===== config.mk =====
export PLATFORM = sky130hd
export DESIGN_NAME = mspv2_frame_encoder_top
export DESIGN_NICKNAME = d
export VERILOG_FILES = /design/src/hdl/mspv2enc_pkg.sv /design/src/hdl/mspv2enc_front.sv /design/src/hdl/mspv2enc_queue.sv /design/src/hdl/mspv2enc_back.sv /design/src/hdl/mspv2_frame_encoder_top.sv
export SDC_FILE = /design/constraint.sdc
export NUM_CORES = 1
export LEC_CHECK = 0
export BUFFER_PORTS_ARGS = -buffer_cell sky130_fd_sc_hd__buf_2
export CAP_MARGIN = 10
export CORE_MARGIN = 2
export CORE_UTILIZATION = 50
export DETAILED_ROUTE_END_ITERATION = 6
export PLACE_DENSITY_LB_ADDON = 0.12
export SETUP_SLACK_MARGIN = 0.5
export SLEW_MARGIN = 20
export SYNTH_ARGS = -nofsm -noshare
export SYNTH_HDL_FRONTEND = slang
export SYNTH_SLANG_ARGS = --single-unit

===== constraint.sdc =====
create_clock -name clock -period 6.5 [get_ports clock]
set_input_delay 1.3 -clock clock [delete_from_list [all_inputs] [get_ports clock]]
set_output_delay 1.3 -clock clock [all_outputs]
set_load 0.02 [all_outputs]

===== src/hdl/mspv2enc_pkg.sv =====
package mspv2enc_pkg;

   // Request type codes as seen on req_type.
   localparam logic REQ_HEADER  = 1'b0;
   localparam logic REQ_PAYLOAD = 1'b1;

   // Fixed header bytes of a native version 2 request.
   localparam logic [7:0] SYNC_DOLLAR = 8'h24;
   localparam logic [7:0] SYNC_X      = 8'h58;
   localparam logic [7:0] SYNC_LT     = 8'h3C;

   // CRC-8 DVB-S2 constants.
   localparam logic [7:0] CRC_POLY = 8'hD5;
   localparam logic [7:0] CRC_TOP  = 8'h80;

   // Result step counter of the back end.
   localparam int STEP_W = 4;
   localparam logic [STEP_W-1:0] STEP_FIRST     = 4'd0;
   localparam logic [STEP_W-1:0] STEP_CRC_START = 4'd3;
   localparam logic [STEP_W-1:0] STEP_HDR_LAST  = 4'd7;
   localparam logic [STEP_W-1:0] STEP_HDR_CRC   = 4'd8;
   localparam logic [STEP_W-1:0] STEP_PAY_CRC   = 4'd1;

   // Job queue geometry.
   localparam int QUEUE_DEPTH = 4;
   localparam int QPTR_W      = $clog2(QUEUE_DEPTH);
   localparam int QCNT_W      = $clog2(QUEUE_DEPTH + 1);

   typedef enum logic [1:0] {
      JOB_HEADER,
      JOB_PAYLOAD,
      JOB_ORPHAN
   } job_kind_type;

   // One classified item, as handed from the front end to the back end.
   typedef struct packed {
      job_kind_type kind;
      logic         err;       // sequence error on every result of this job
      logic         close;     // a CRC byte ends the frame after this job
      logic [7:0]   flags;
      logic [15:0]  command;
      logic [15:0]  length;
      logic [7:0]   data;
   } job_type;

   function automatic logic [7:0] crc8_update(input logic [7:0] crc, input logic [7:0] b);
      logic [7:0] c;
      c = crc ^ b;
      for (int i = 0; i < 8; i++) begin
         if ((c & CRC_TOP) != 8'h00) begin
            c = (c << 1) ^ CRC_POLY;
         end else begin
            c = c << 1;
         end
      end
      return c;
   endfunction

endpackage


===== src/hdl/mspv2enc_front.sv =====
module mspv2enc_front
   import mspv2enc_pkg::*;
(
   input  logic        clock,
   input  logic        reset,
   input  logic        req_valid,
   output logic        req_ready,
   input  logic        req_type,
   input  logic [15:0] req_command_code,
   input  logic [7:0]  req_frame_flags,
   input  logic [15:0] req_payload_length,
   input  logic [7:0]  req_data_byte,
   input  logic        queue_full,
   output logic        push,
   output job_type     push_job
);

   logic        frame_open_ff, frame_open_in;
   logic [15:0] remaining_ff, remaining_in;

   assign req_ready = !queue_full;
   assign push      = req_valid && req_ready;

   always_comb begin
      frame_open_in     = frame_open_ff;
      remaining_in      = remaining_ff;
      push_job.kind     = JOB_ORPHAN;
      push_job.err      = 1'b1;
      push_job.close    = 1'b0;
      push_job.flags    = req_frame_flags;
      push_job.command  = req_command_code;
      push_job.length   = req_payload_length;
      push_job.data     = req_data_byte;
      unique case (req_type)
         REQ_HEADER: begin
            // A header while a frame is open abandons that frame.
            push_job.kind  = JOB_HEADER;
            push_job.err   = frame_open_ff;
            push_job.close = (req_payload_length == 16'd0);
            if (push) begin
               frame_open_in = (req_payload_length != 16'd0);
               remaining_in  = req_payload_length;
            end
         end
         default: begin
            if (frame_open_ff) begin
               push_job.kind  = JOB_PAYLOAD;
               push_job.err   = 1'b0;
               push_job.close = (remaining_ff == 16'd1);
               if (push) begin
                  remaining_in = remaining_ff - 16'd1;
                  if (remaining_ff == 16'd1) begin
                     frame_open_in = 1'b0;
                  end
               end
            end
         end
      endcase
   end

   always_ff @(posedge clock) begin
      if (reset) begin
         frame_open_ff <= 1'b0;
         remaining_ff  <= 16'd0;
      end else begin
         frame_open_ff <= frame_open_in;
         remaining_ff  <= remaining_in;
      end
   end

endmodule


===== src/hdl/mspv2enc_queue.sv =====
module mspv2enc_queue
   import mspv2enc_pkg::*;
(
   input  logic    clock,
   input  logic    reset,
   input  logic    push,
   input  job_type push_job,
   output logic    full,
   input  logic    pop,
   output logic    head_valid,
   output job_type head_job
);

   job_type             mem [QUEUE_DEPTH];
   logic [QPTR_W-1:0]   wr_ptr_ff, wr_ptr_in;
   logic [QPTR_W-1:0]   rd_ptr_ff, rd_ptr_in;
   logic [QCNT_W-1:0]   count_ff, count_in;

   assign full       = (count_ff == QCNT_W'(QUEUE_DEPTH));
   assign head_valid = (count_ff != '0);
   assign head_job   = mem[rd_ptr_ff];

   always_comb begin
      wr_ptr_in = push ? wr_ptr_ff + 1'b1 : wr_ptr_ff;
      rd_ptr_in = pop  ? rd_ptr_ff + 1'b1 : rd_ptr_ff;
      count_in  = count_ff;
      if (push && !pop) begin
         count_in = count_ff + 1'b1;
      end else if (pop && !push) begin
         count_in = count_ff - 1'b1;
      end
   end

   always_ff @(posedge clock) begin
      if (push) begin
         mem[wr_ptr_ff] <= push_job;
      end
   end

   always_ff @(posedge clock) begin
      if (reset) begin
         wr_ptr_ff <= '0;
         rd_ptr_ff <= '0;
         count_ff  <= '0;
      end else begin
         wr_ptr_ff <= wr_ptr_in;
         rd_ptr_ff <= rd_ptr_in;
         count_ff  <= count_in;
      end
   end

`ifndef SYNTHESIS
   assert property (@(posedge clock) disable iff (reset) push |-> !full)
      else $error("queue written while full");
   assert property (@(posedge clock) disable iff (reset) pop |-> head_valid)
      else $error("queue read while empty");
   assert property (@(posedge clock) disable iff (reset)
      count_ff <= QCNT_W'(QUEUE_DEPTH))
      else $error("queue count beyond depth");
`endif

endmodule


===== src/hdl/mspv2enc_back.sv =====
module mspv2enc_back
   import mspv2enc_pkg::*;
(
   input  logic       clock,
   input  logic       reset,
   input  logic       head_valid,
   input  job_type    head_job,
   output logic       pop,
   output logic       rsp_valid,
   input  logic       rsp_ready,
   output logic [7:0] rsp_out_byte,
   output logic       rsp_byte_valid,
   output logic       rsp_frame_end,
   output logic       rsp_run_last,
   output logic       rsp_sequence_error
);

   logic [STEP_W-1:0] step_ff, step_in;
   logic [7:0]        crc_ff, crc_in;
   logic              valid_ff, valid_in;
   logic [7:0]        byte_ff;
   logic              bvalid_ff, end_ff, last_ff, err_ff;

   logic       load;
   logic [7:0] res_byte;
   logic       res_bvalid, res_end, res_last;
   logic [7:0] crc_base;
   logic [7:0] crc_upd;

   assign load = head_valid && (!valid_ff || rsp_ready);

   always_comb begin
      res_byte   = 8'h00;
      res_bvalid = 1'b0;
      res_end    = 1'b0;
      res_last   = 1'b0;
      crc_base   = crc_ff;
      crc_upd    = crc_ff;
      unique case (head_job.kind)
         JOB_HEADER: begin
            if (step_ff == STEP_HDR_CRC) begin
               res_byte   = crc_ff;
               res_bvalid = 1'b1;
               res_end    = 1'b1;
               res_last   = 1'b1;
               crc_upd    = 8'h00;
            end else begin
               unique case (step_ff[2:0])
                  3'd0: res_byte = SYNC_DOLLAR;
                  3'd1: res_byte = SYNC_X;
                  3'd2: res_byte = SYNC_LT;
                  3'd3: res_byte = head_job.flags;
                  3'd4: res_byte = head_job.command[7:0];
                  3'd5: res_byte = head_job.command[15:8];
                  3'd6: res_byte = head_job.length[7:0];
                  default: res_byte = head_job.length[15:8];
               endcase
               res_bvalid = 1'b1;
               res_last   = (step_ff == STEP_HDR_LAST) && !head_job.close;
               // The checksum restarts with every header and covers the
               // flags byte onward.
               if (step_ff == STEP_FIRST) begin
                  crc_base = 8'h00;
               end
               crc_upd = (step_ff >= STEP_CRC_START) ? crc8_update(crc_base, res_byte)
                                                     : crc_base;
            end
         end
         JOB_PAYLOAD: begin
            res_bvalid = 1'b1;
            if (step_ff == STEP_PAY_CRC) begin
               res_byte = crc_ff;
               res_end  = 1'b1;
               res_last = 1'b1;
               crc_upd  = 8'h00;
            end else begin
               res_byte = head_job.data;
               res_last = !head_job.close;
               crc_upd  = crc8_update(crc_ff, head_job.data);
            end
         end
         default: begin
            res_last = 1'b1;
         end
      endcase
   end

   always_comb begin
      pop      = load && res_last;
      step_in  = step_ff;
      crc_in   = crc_ff;
      valid_in = valid_ff;
      if (load) begin
         step_in  = res_last ? STEP_FIRST : step_ff + 1'b1;
         crc_in   = crc_upd;
         valid_in = 1'b1;
      end else if (rsp_ready) begin
         valid_in = 1'b0;
      end
   end

   always_ff @(posedge clock) begin
      if (reset) begin
         step_ff  <= STEP_FIRST;
         crc_ff   <= 8'h00;
         valid_ff <= 1'b0;
      end else begin
         step_ff  <= step_in;
         crc_ff   <= crc_in;
         valid_ff <= valid_in;
      end
   end

   always_ff @(posedge clock) begin
      if (load) begin
         byte_ff   <= res_byte;
         bvalid_ff <= res_bvalid;
         end_ff    <= res_end;
         last_ff   <= res_last;
         err_ff    <= head_job.err;
      end
   end

   assign rsp_valid          = valid_ff;
   assign rsp_out_byte       = byte_ff;
   assign rsp_byte_valid     = bvalid_ff;
   assign rsp_frame_end      = end_ff;
   assign rsp_run_last       = last_ff;
   assign rsp_sequence_error = err_ff;

`ifndef SYNTHESIS
   assert property (@(posedge clock) disable iff (reset)
      rsp_valid && rsp_frame_end |-> rsp_byte_valid && rsp_run_last)
      else $error("checksum byte not marked as a frame byte ending its item");
   assert property (@(posedge clock) disable iff (reset)
      rsp_valid && !rsp_byte_valid |->
         rsp_sequence_error && rsp_run_last && (rsp_out_byte == 8'h00))
      else $error("empty result is not a lone error result");
   assert property (@(posedge clock) disable iff (reset)
      pop |=> step_ff == STEP_FIRST)
      else $error("step counter not rewound after a job");
   assert property (@(posedge clock) disable iff (reset)
      step_ff <= STEP_HDR_CRC)
      else $error("step counter out of range");
`endif

endmodule


===== src/hdl/mspv2_frame_encoder_top.sv =====
// Channel   Direction  Handshake             Transfer carries
// req_      in         req_valid/req_ready   one header item or one payload byte item
// rsp_      out        rsp_valid/rsp_ready   one frame byte or one error result
//
// A payload byte item yields one result in the back end, or two when its byte closes
// the frame. A header item yields eight results, or nine with a zero length. The back
// end's single output register hands out one result a cycle while rsp_ready is high.
// A four-entry job queue lets the input side keep taking items while a header is
// still being expanded. Reset is synchronous and active high and empties the queue
// and closes any frame. Either side may stall at any time; nothing is lost.
module mspv2_frame_encoder_top
   import mspv2enc_pkg::*;
(
   input  logic        clock,
   input  logic        reset,
   input  logic        req_valid,
   output logic        req_ready,
   input  logic        req_type,
   input  logic [15:0] req_command_code,
   input  logic [7:0]  req_frame_flags,
   input  logic [15:0] req_payload_length,
   input  logic [7:0]  req_data_byte,
   output logic        rsp_valid,
   input  logic        rsp_ready,
   output logic [7:0]  rsp_out_byte,
   output logic        rsp_byte_valid,
   output logic        rsp_frame_end,
   output logic        rsp_run_last,
   output logic        rsp_sequence_error
);

   // The front end tracks whether a frame is open and how many payload bytes are
   // still due, and turns every accepted transfer into one classified job.
   logic    push, full, pop, head_valid;
   job_type push_job, head_job;

   mspv2enc_front u_front (
      .clock              (clock),
      .reset              (reset),
      .req_valid          (req_valid),
      .req_ready          (req_ready),
      .req_type           (req_type),
      .req_command_code   (req_command_code),
      .req_frame_flags    (req_frame_flags),
      .req_payload_length (req_payload_length),
      .req_data_byte      (req_data_byte),
      .queue_full         (full),
      .push               (push),
      .push_job           (push_job)
   );

   // The queue decouples classification from byte generation, so each side
   // stalls on its own.
   mspv2enc_queue u_queue (
      .clock      (clock),
      .reset      (reset),
      .push       (push),
      .push_job   (push_job),
      .full       (full),
      .pop        (pop),
      .head_valid (head_valid),
      .head_job   (head_job)
   );

   // The back end expands each job into its result bytes, runs the CRC-8 over
   // them from the flags byte on and holds each result in an output register until it is taken.
   mspv2enc_back u_back (
      .clock              (clock),
      .reset              (reset),
      .head_valid         (head_valid),
      .head_job           (head_job),
      .pop                (pop),
      .rsp_valid          (rsp_valid),
      .rsp_ready          (rsp_ready),
      .rsp_out_byte       (rsp_out_byte),
      .rsp_byte_valid     (rsp_byte_valid),
      .rsp_frame_end      (rsp_frame_end),
      .rsp_run_last       (rsp_run_last),
      .rsp_sequence_error (rsp_sequence_error)
   );

endmodule

==> qor.txt <==
outcome = completed
WHS = 0.4887 ns
met2 WL = 11.93 mm
crit path launch type = register
worst r2r path cells = 10
final setup TNS = 0 ns
largest net degree at the start of global routing = 53
Synth Flop Type = edfxtp_1
first-pass GRT wire length = 37.37 mm
synthesized flop and latch total = 259
Req. time, crit path = 6.95 ns
Slew Limit Headroom = 0.3437
die height = 155.3 µm
register area = 7390 µm²
HPWL Detailed = 15.58 mm
Syn-to-layout area delta = 12.71%
Post-Route WL = 23.87 mm
Vias/cell = 5.839
number of enable flip-flop cells after synthesis = 220
Worst-Skew Late Latency = 0.53 ns
actual slew at the worst max-slew pin = 0.9844 ns
Setup Fix Bufs, Post-CTS = 0
hold path cells = 2
M1 WL = 10.30 mm
ys async rst share = 0
RSZ-0062 raised after global routing = false
Reg clk slew, reported paths = 0.07 ns
Crit-path slowest cell = dfxtp_1
# clock sinks = 259
top sig layer = met4
placed cell count = 1069
Setup crit end kind = register
FILL cells = 1810
Syn Std Cell Area = 11440 µm²
diodes inserted = 0
drc violations = 0
worst hold start = u_back.rsp_valid
Ports = 67
Pwr Total = 0.006473 W
CTS Buf Count = 27
row count = 55
DR iter-0 viols = 492
Hold Vio Cnt, Final = 0
number of max-cap violations = 0
crit path DAT = 4.80 ns
CP Class = register to register
final antenna-violating net count = 0
worst reg2reg path startpoint = u_back.step_ff[2]
Fmax achieved = 229.5 MHz
fin nets = 881
Final min period = 4.357 ns
die width = 155.3 µm
H-tree depth = 1
leakage dissipation = 4.415 nW
Min-Delay Path Class = register to register
Root Driver = clkbuf_16
Post-Synthesis Cells = 744
first drt pass iteration count = 5
I/O Buffers = 66
Placed Area = 11950 µm²
share of cells above drive strength 1 = 0.1930
grt total ovfl = 0
design area = 12890 µm²
Max stage delay on crit path = 0.82 ns
area of the die = 24110 µm²
DR WL met3 = 1.125 mm
FF-to-FF End = u_back.crc_ff[5]
vias in the first global route = 6725
cell family with most CP delay = XOR/XNOR gates
core area = 22570 µm²
Worst VDD drop = 340.4 µV
critical path, cell by cell = inv_1 -> ha_1 -> or4_4 -> a21boi_0 -> a31oi_1 -> xnor3_2 -> xor2_2 -> xnor3_1 -> nand2b_1 -> a211oi_1
final period utilization = 0.6703
Initial Util = 0.5068
buffer and inverter count on the worst path = 1
post-CTS sizing = 0
Total GRT Usage = 0.2009
pwr dens = 502.0 nW/µm²
CTS tree = yes
CTS Hold Bufs = 0
YS warnings = 0
Mapped Nets = 812
WHS Endpoint = u_back.rsp_valid
Avg Cell Area, Syn = 15.38 µm²
DR vias = 6534
Worst Skew = 0.01128 ns
Finish-stage setup viols = 0
register area share after synthesis = 0.6457
GPL Wtd Cong = 0.8716
initial antenna violation count = 0
Synth cell types = 70
Clock Path Buffers = 3
Non-Filler Instances = 1119
area of the multi-input gates = 3692 µm²
Final Max Tran Viols = 0
CP max FO = 25
drt wl/cell = 21.33 µm
R2R Setup Slk = 2.14 ns
## area by class of cell
cell class / count / area share
clock buffer: 33 / 0.05648
clock inverter: 17 / 0.01669
inverter: 25 / 0.007278
multi-input combinational: 424 / 0.2864
sequential: 259 / 0.5731
tap: 285 / 0.02766
timing repair buffer: 76 / 0.03241
## how the worst max path moves through the flow
stage,start,end,cells past startpoint
finish,u_back.step_ff[2],u_back.crc_ff[5],10
global route,u_back.step_ff[2],u_back.crc_ff[5],10
CTS,u_back.step_ff[2],u_back.crc_ff[5],10
detailed placement,u_back.step_ff[2],u_back.crc_ff[5],10
global placement,u_back.step_ff[2],u_back.crc_ff[5],10
floorplan,u_back.step_ff[2],u_back.crc_ff[4],12
## cells in the mapped netlist, types with 5 or more instances
cell / count / share of area
nor3_1: 15 / 0.0066
nor2_1: 50 / 0.016
xnor2_1: 34 / 0.026
edfxtp_1: 220 / 0.58
a31oi_1: 8 / 0.0044
a222oi_1: 6 / 0.0053
xor2_1: 16 / 0.012
mux2i_1: 23 / 0.020
nand2_1: 44 / 0.014
inv_1: 24 / 0.0079
a21oi_1: 29 / 0.013
a211oi_1: 12 / 0.0079
nand3_1: 11 / 0.0048
ha_1: 14 / 0.015
dfxtp_1: 39 / 0.068
o21ai_0: 18 / 0.0079
a32oi_1: 6 / 0.0046
buf_2: 9 / 0.0039
or3_1: 5 / 0.0027
mux4_1: 22 / 0.051
clkbuf_1: 14 / 0.0046
clkbuf_8: 6 / 0.0072
a22oi_1: 5 / 0.0033
nor4_1: 8 / 0.0044
mux4_2: 19 / 0.037
o22ai_1: 12 / 0.0066
## stage by stage
step,util,setup slack (ns)
3_3_place_gp,0.5292,2.345
5_1_grt,0.5712,1.915
6_report,0.5712,2.143
2_1_floorplan,-,2.756
4_1_cts,0.5712,2.186
3_5_place_dp,0.5294,2.193
## where the power goes
part | internal, W | leakage, nW | switching (W)
Combinational | 0.00124 | 1.60 | 0.00138
Sequential | 0.00207 | 2.35 | 0.000180
Clock | 0.000994 | 0.465 | 0.000617
## worst register-to-register path: cells and delay by family (launching register included)
kind / cells / cell delay, ns
buffers and inverters: 1 / 0.14
adders and majority gates: 1 / 0.36
and+or+nand+nor: 2 / 0.82
AOI/OAI and AO/OA: 3 / 0.83
xor gates and xnor gates: 3 / 1.30
DFF: 1 / 0.82
## kinds of logic after synthesis
logic type / share of synthesized area
flip-flops: 0.6457
AND/OR/NAND/NOR: 0.06967
AO/OA/AOI/OAI: 0.07263
multiplexers: 0.1100
buffers and inverters: 0.03270
XOR/XNOR: 0.05217
adder cells (fa/ha/maj): 0.01706
## registers in the layout, summed over array words and instances, names as in the netlist, 2 cells and up, named ones only
register	cells
u_back.step_ff	4
u_queue.wr_ptr_ff	2
u_queue.count_ff	3
u_front.remaining_ff	16
u_back.crc_ff	8
u_queue.mem	208
u_back.rsp_out_byte	8
u_queue.rd_ptr_ff	2
## routing by layer
| metal | track usage | vias up |
|---|---|---|
| li1 | - | 3048 |
| met1 | 0.2782 | 3266 |
| met2 | 0.3403 | 183 |
| met3 | 0.02869 | 37 |
| met4 | 0.04849 | 0 |
| met5 | 0 | - |
## placed cells by master, fill, tap and decap left out, types with 5 or more instances in the layout
| cell | instances |
|---|---|
| a22oi_1 | 5 |
| o22ai_1 | 12 |
| mux2i_1 | 23 |
| o21ai_0 | 18 |
| edfxtp_1 | 220 |
| clkbuf_16 | 27 |
| a21oi_1 | 28 |
| dfxtp_1 | 37 |
| or3_1 | 5 |
| nor2_1 | 50 |
| xnor2_1 | 34 |
| inv_1 | 24 |
| mux4_2 | 19 |
| clkinv_1 | 6 |
| a211oi_1 | 12 |
| nand2_1 | 44 |
| ha_1 | 14 |
| nor3_1 | 14 |
| nor4_1 | 8 |
| xor2_1 | 16 |
| mux4_1 | 22 |
| bufinv_16 | 5 |
| a222oi_1 | 6 |
| buf_2 | 66 |
| buf_4 | 9 |
| a32oi_1 | 6 |
| a31oi_1 | 8 |
| nand3_1 | 11 |
(Power assumes the default switching activity.)
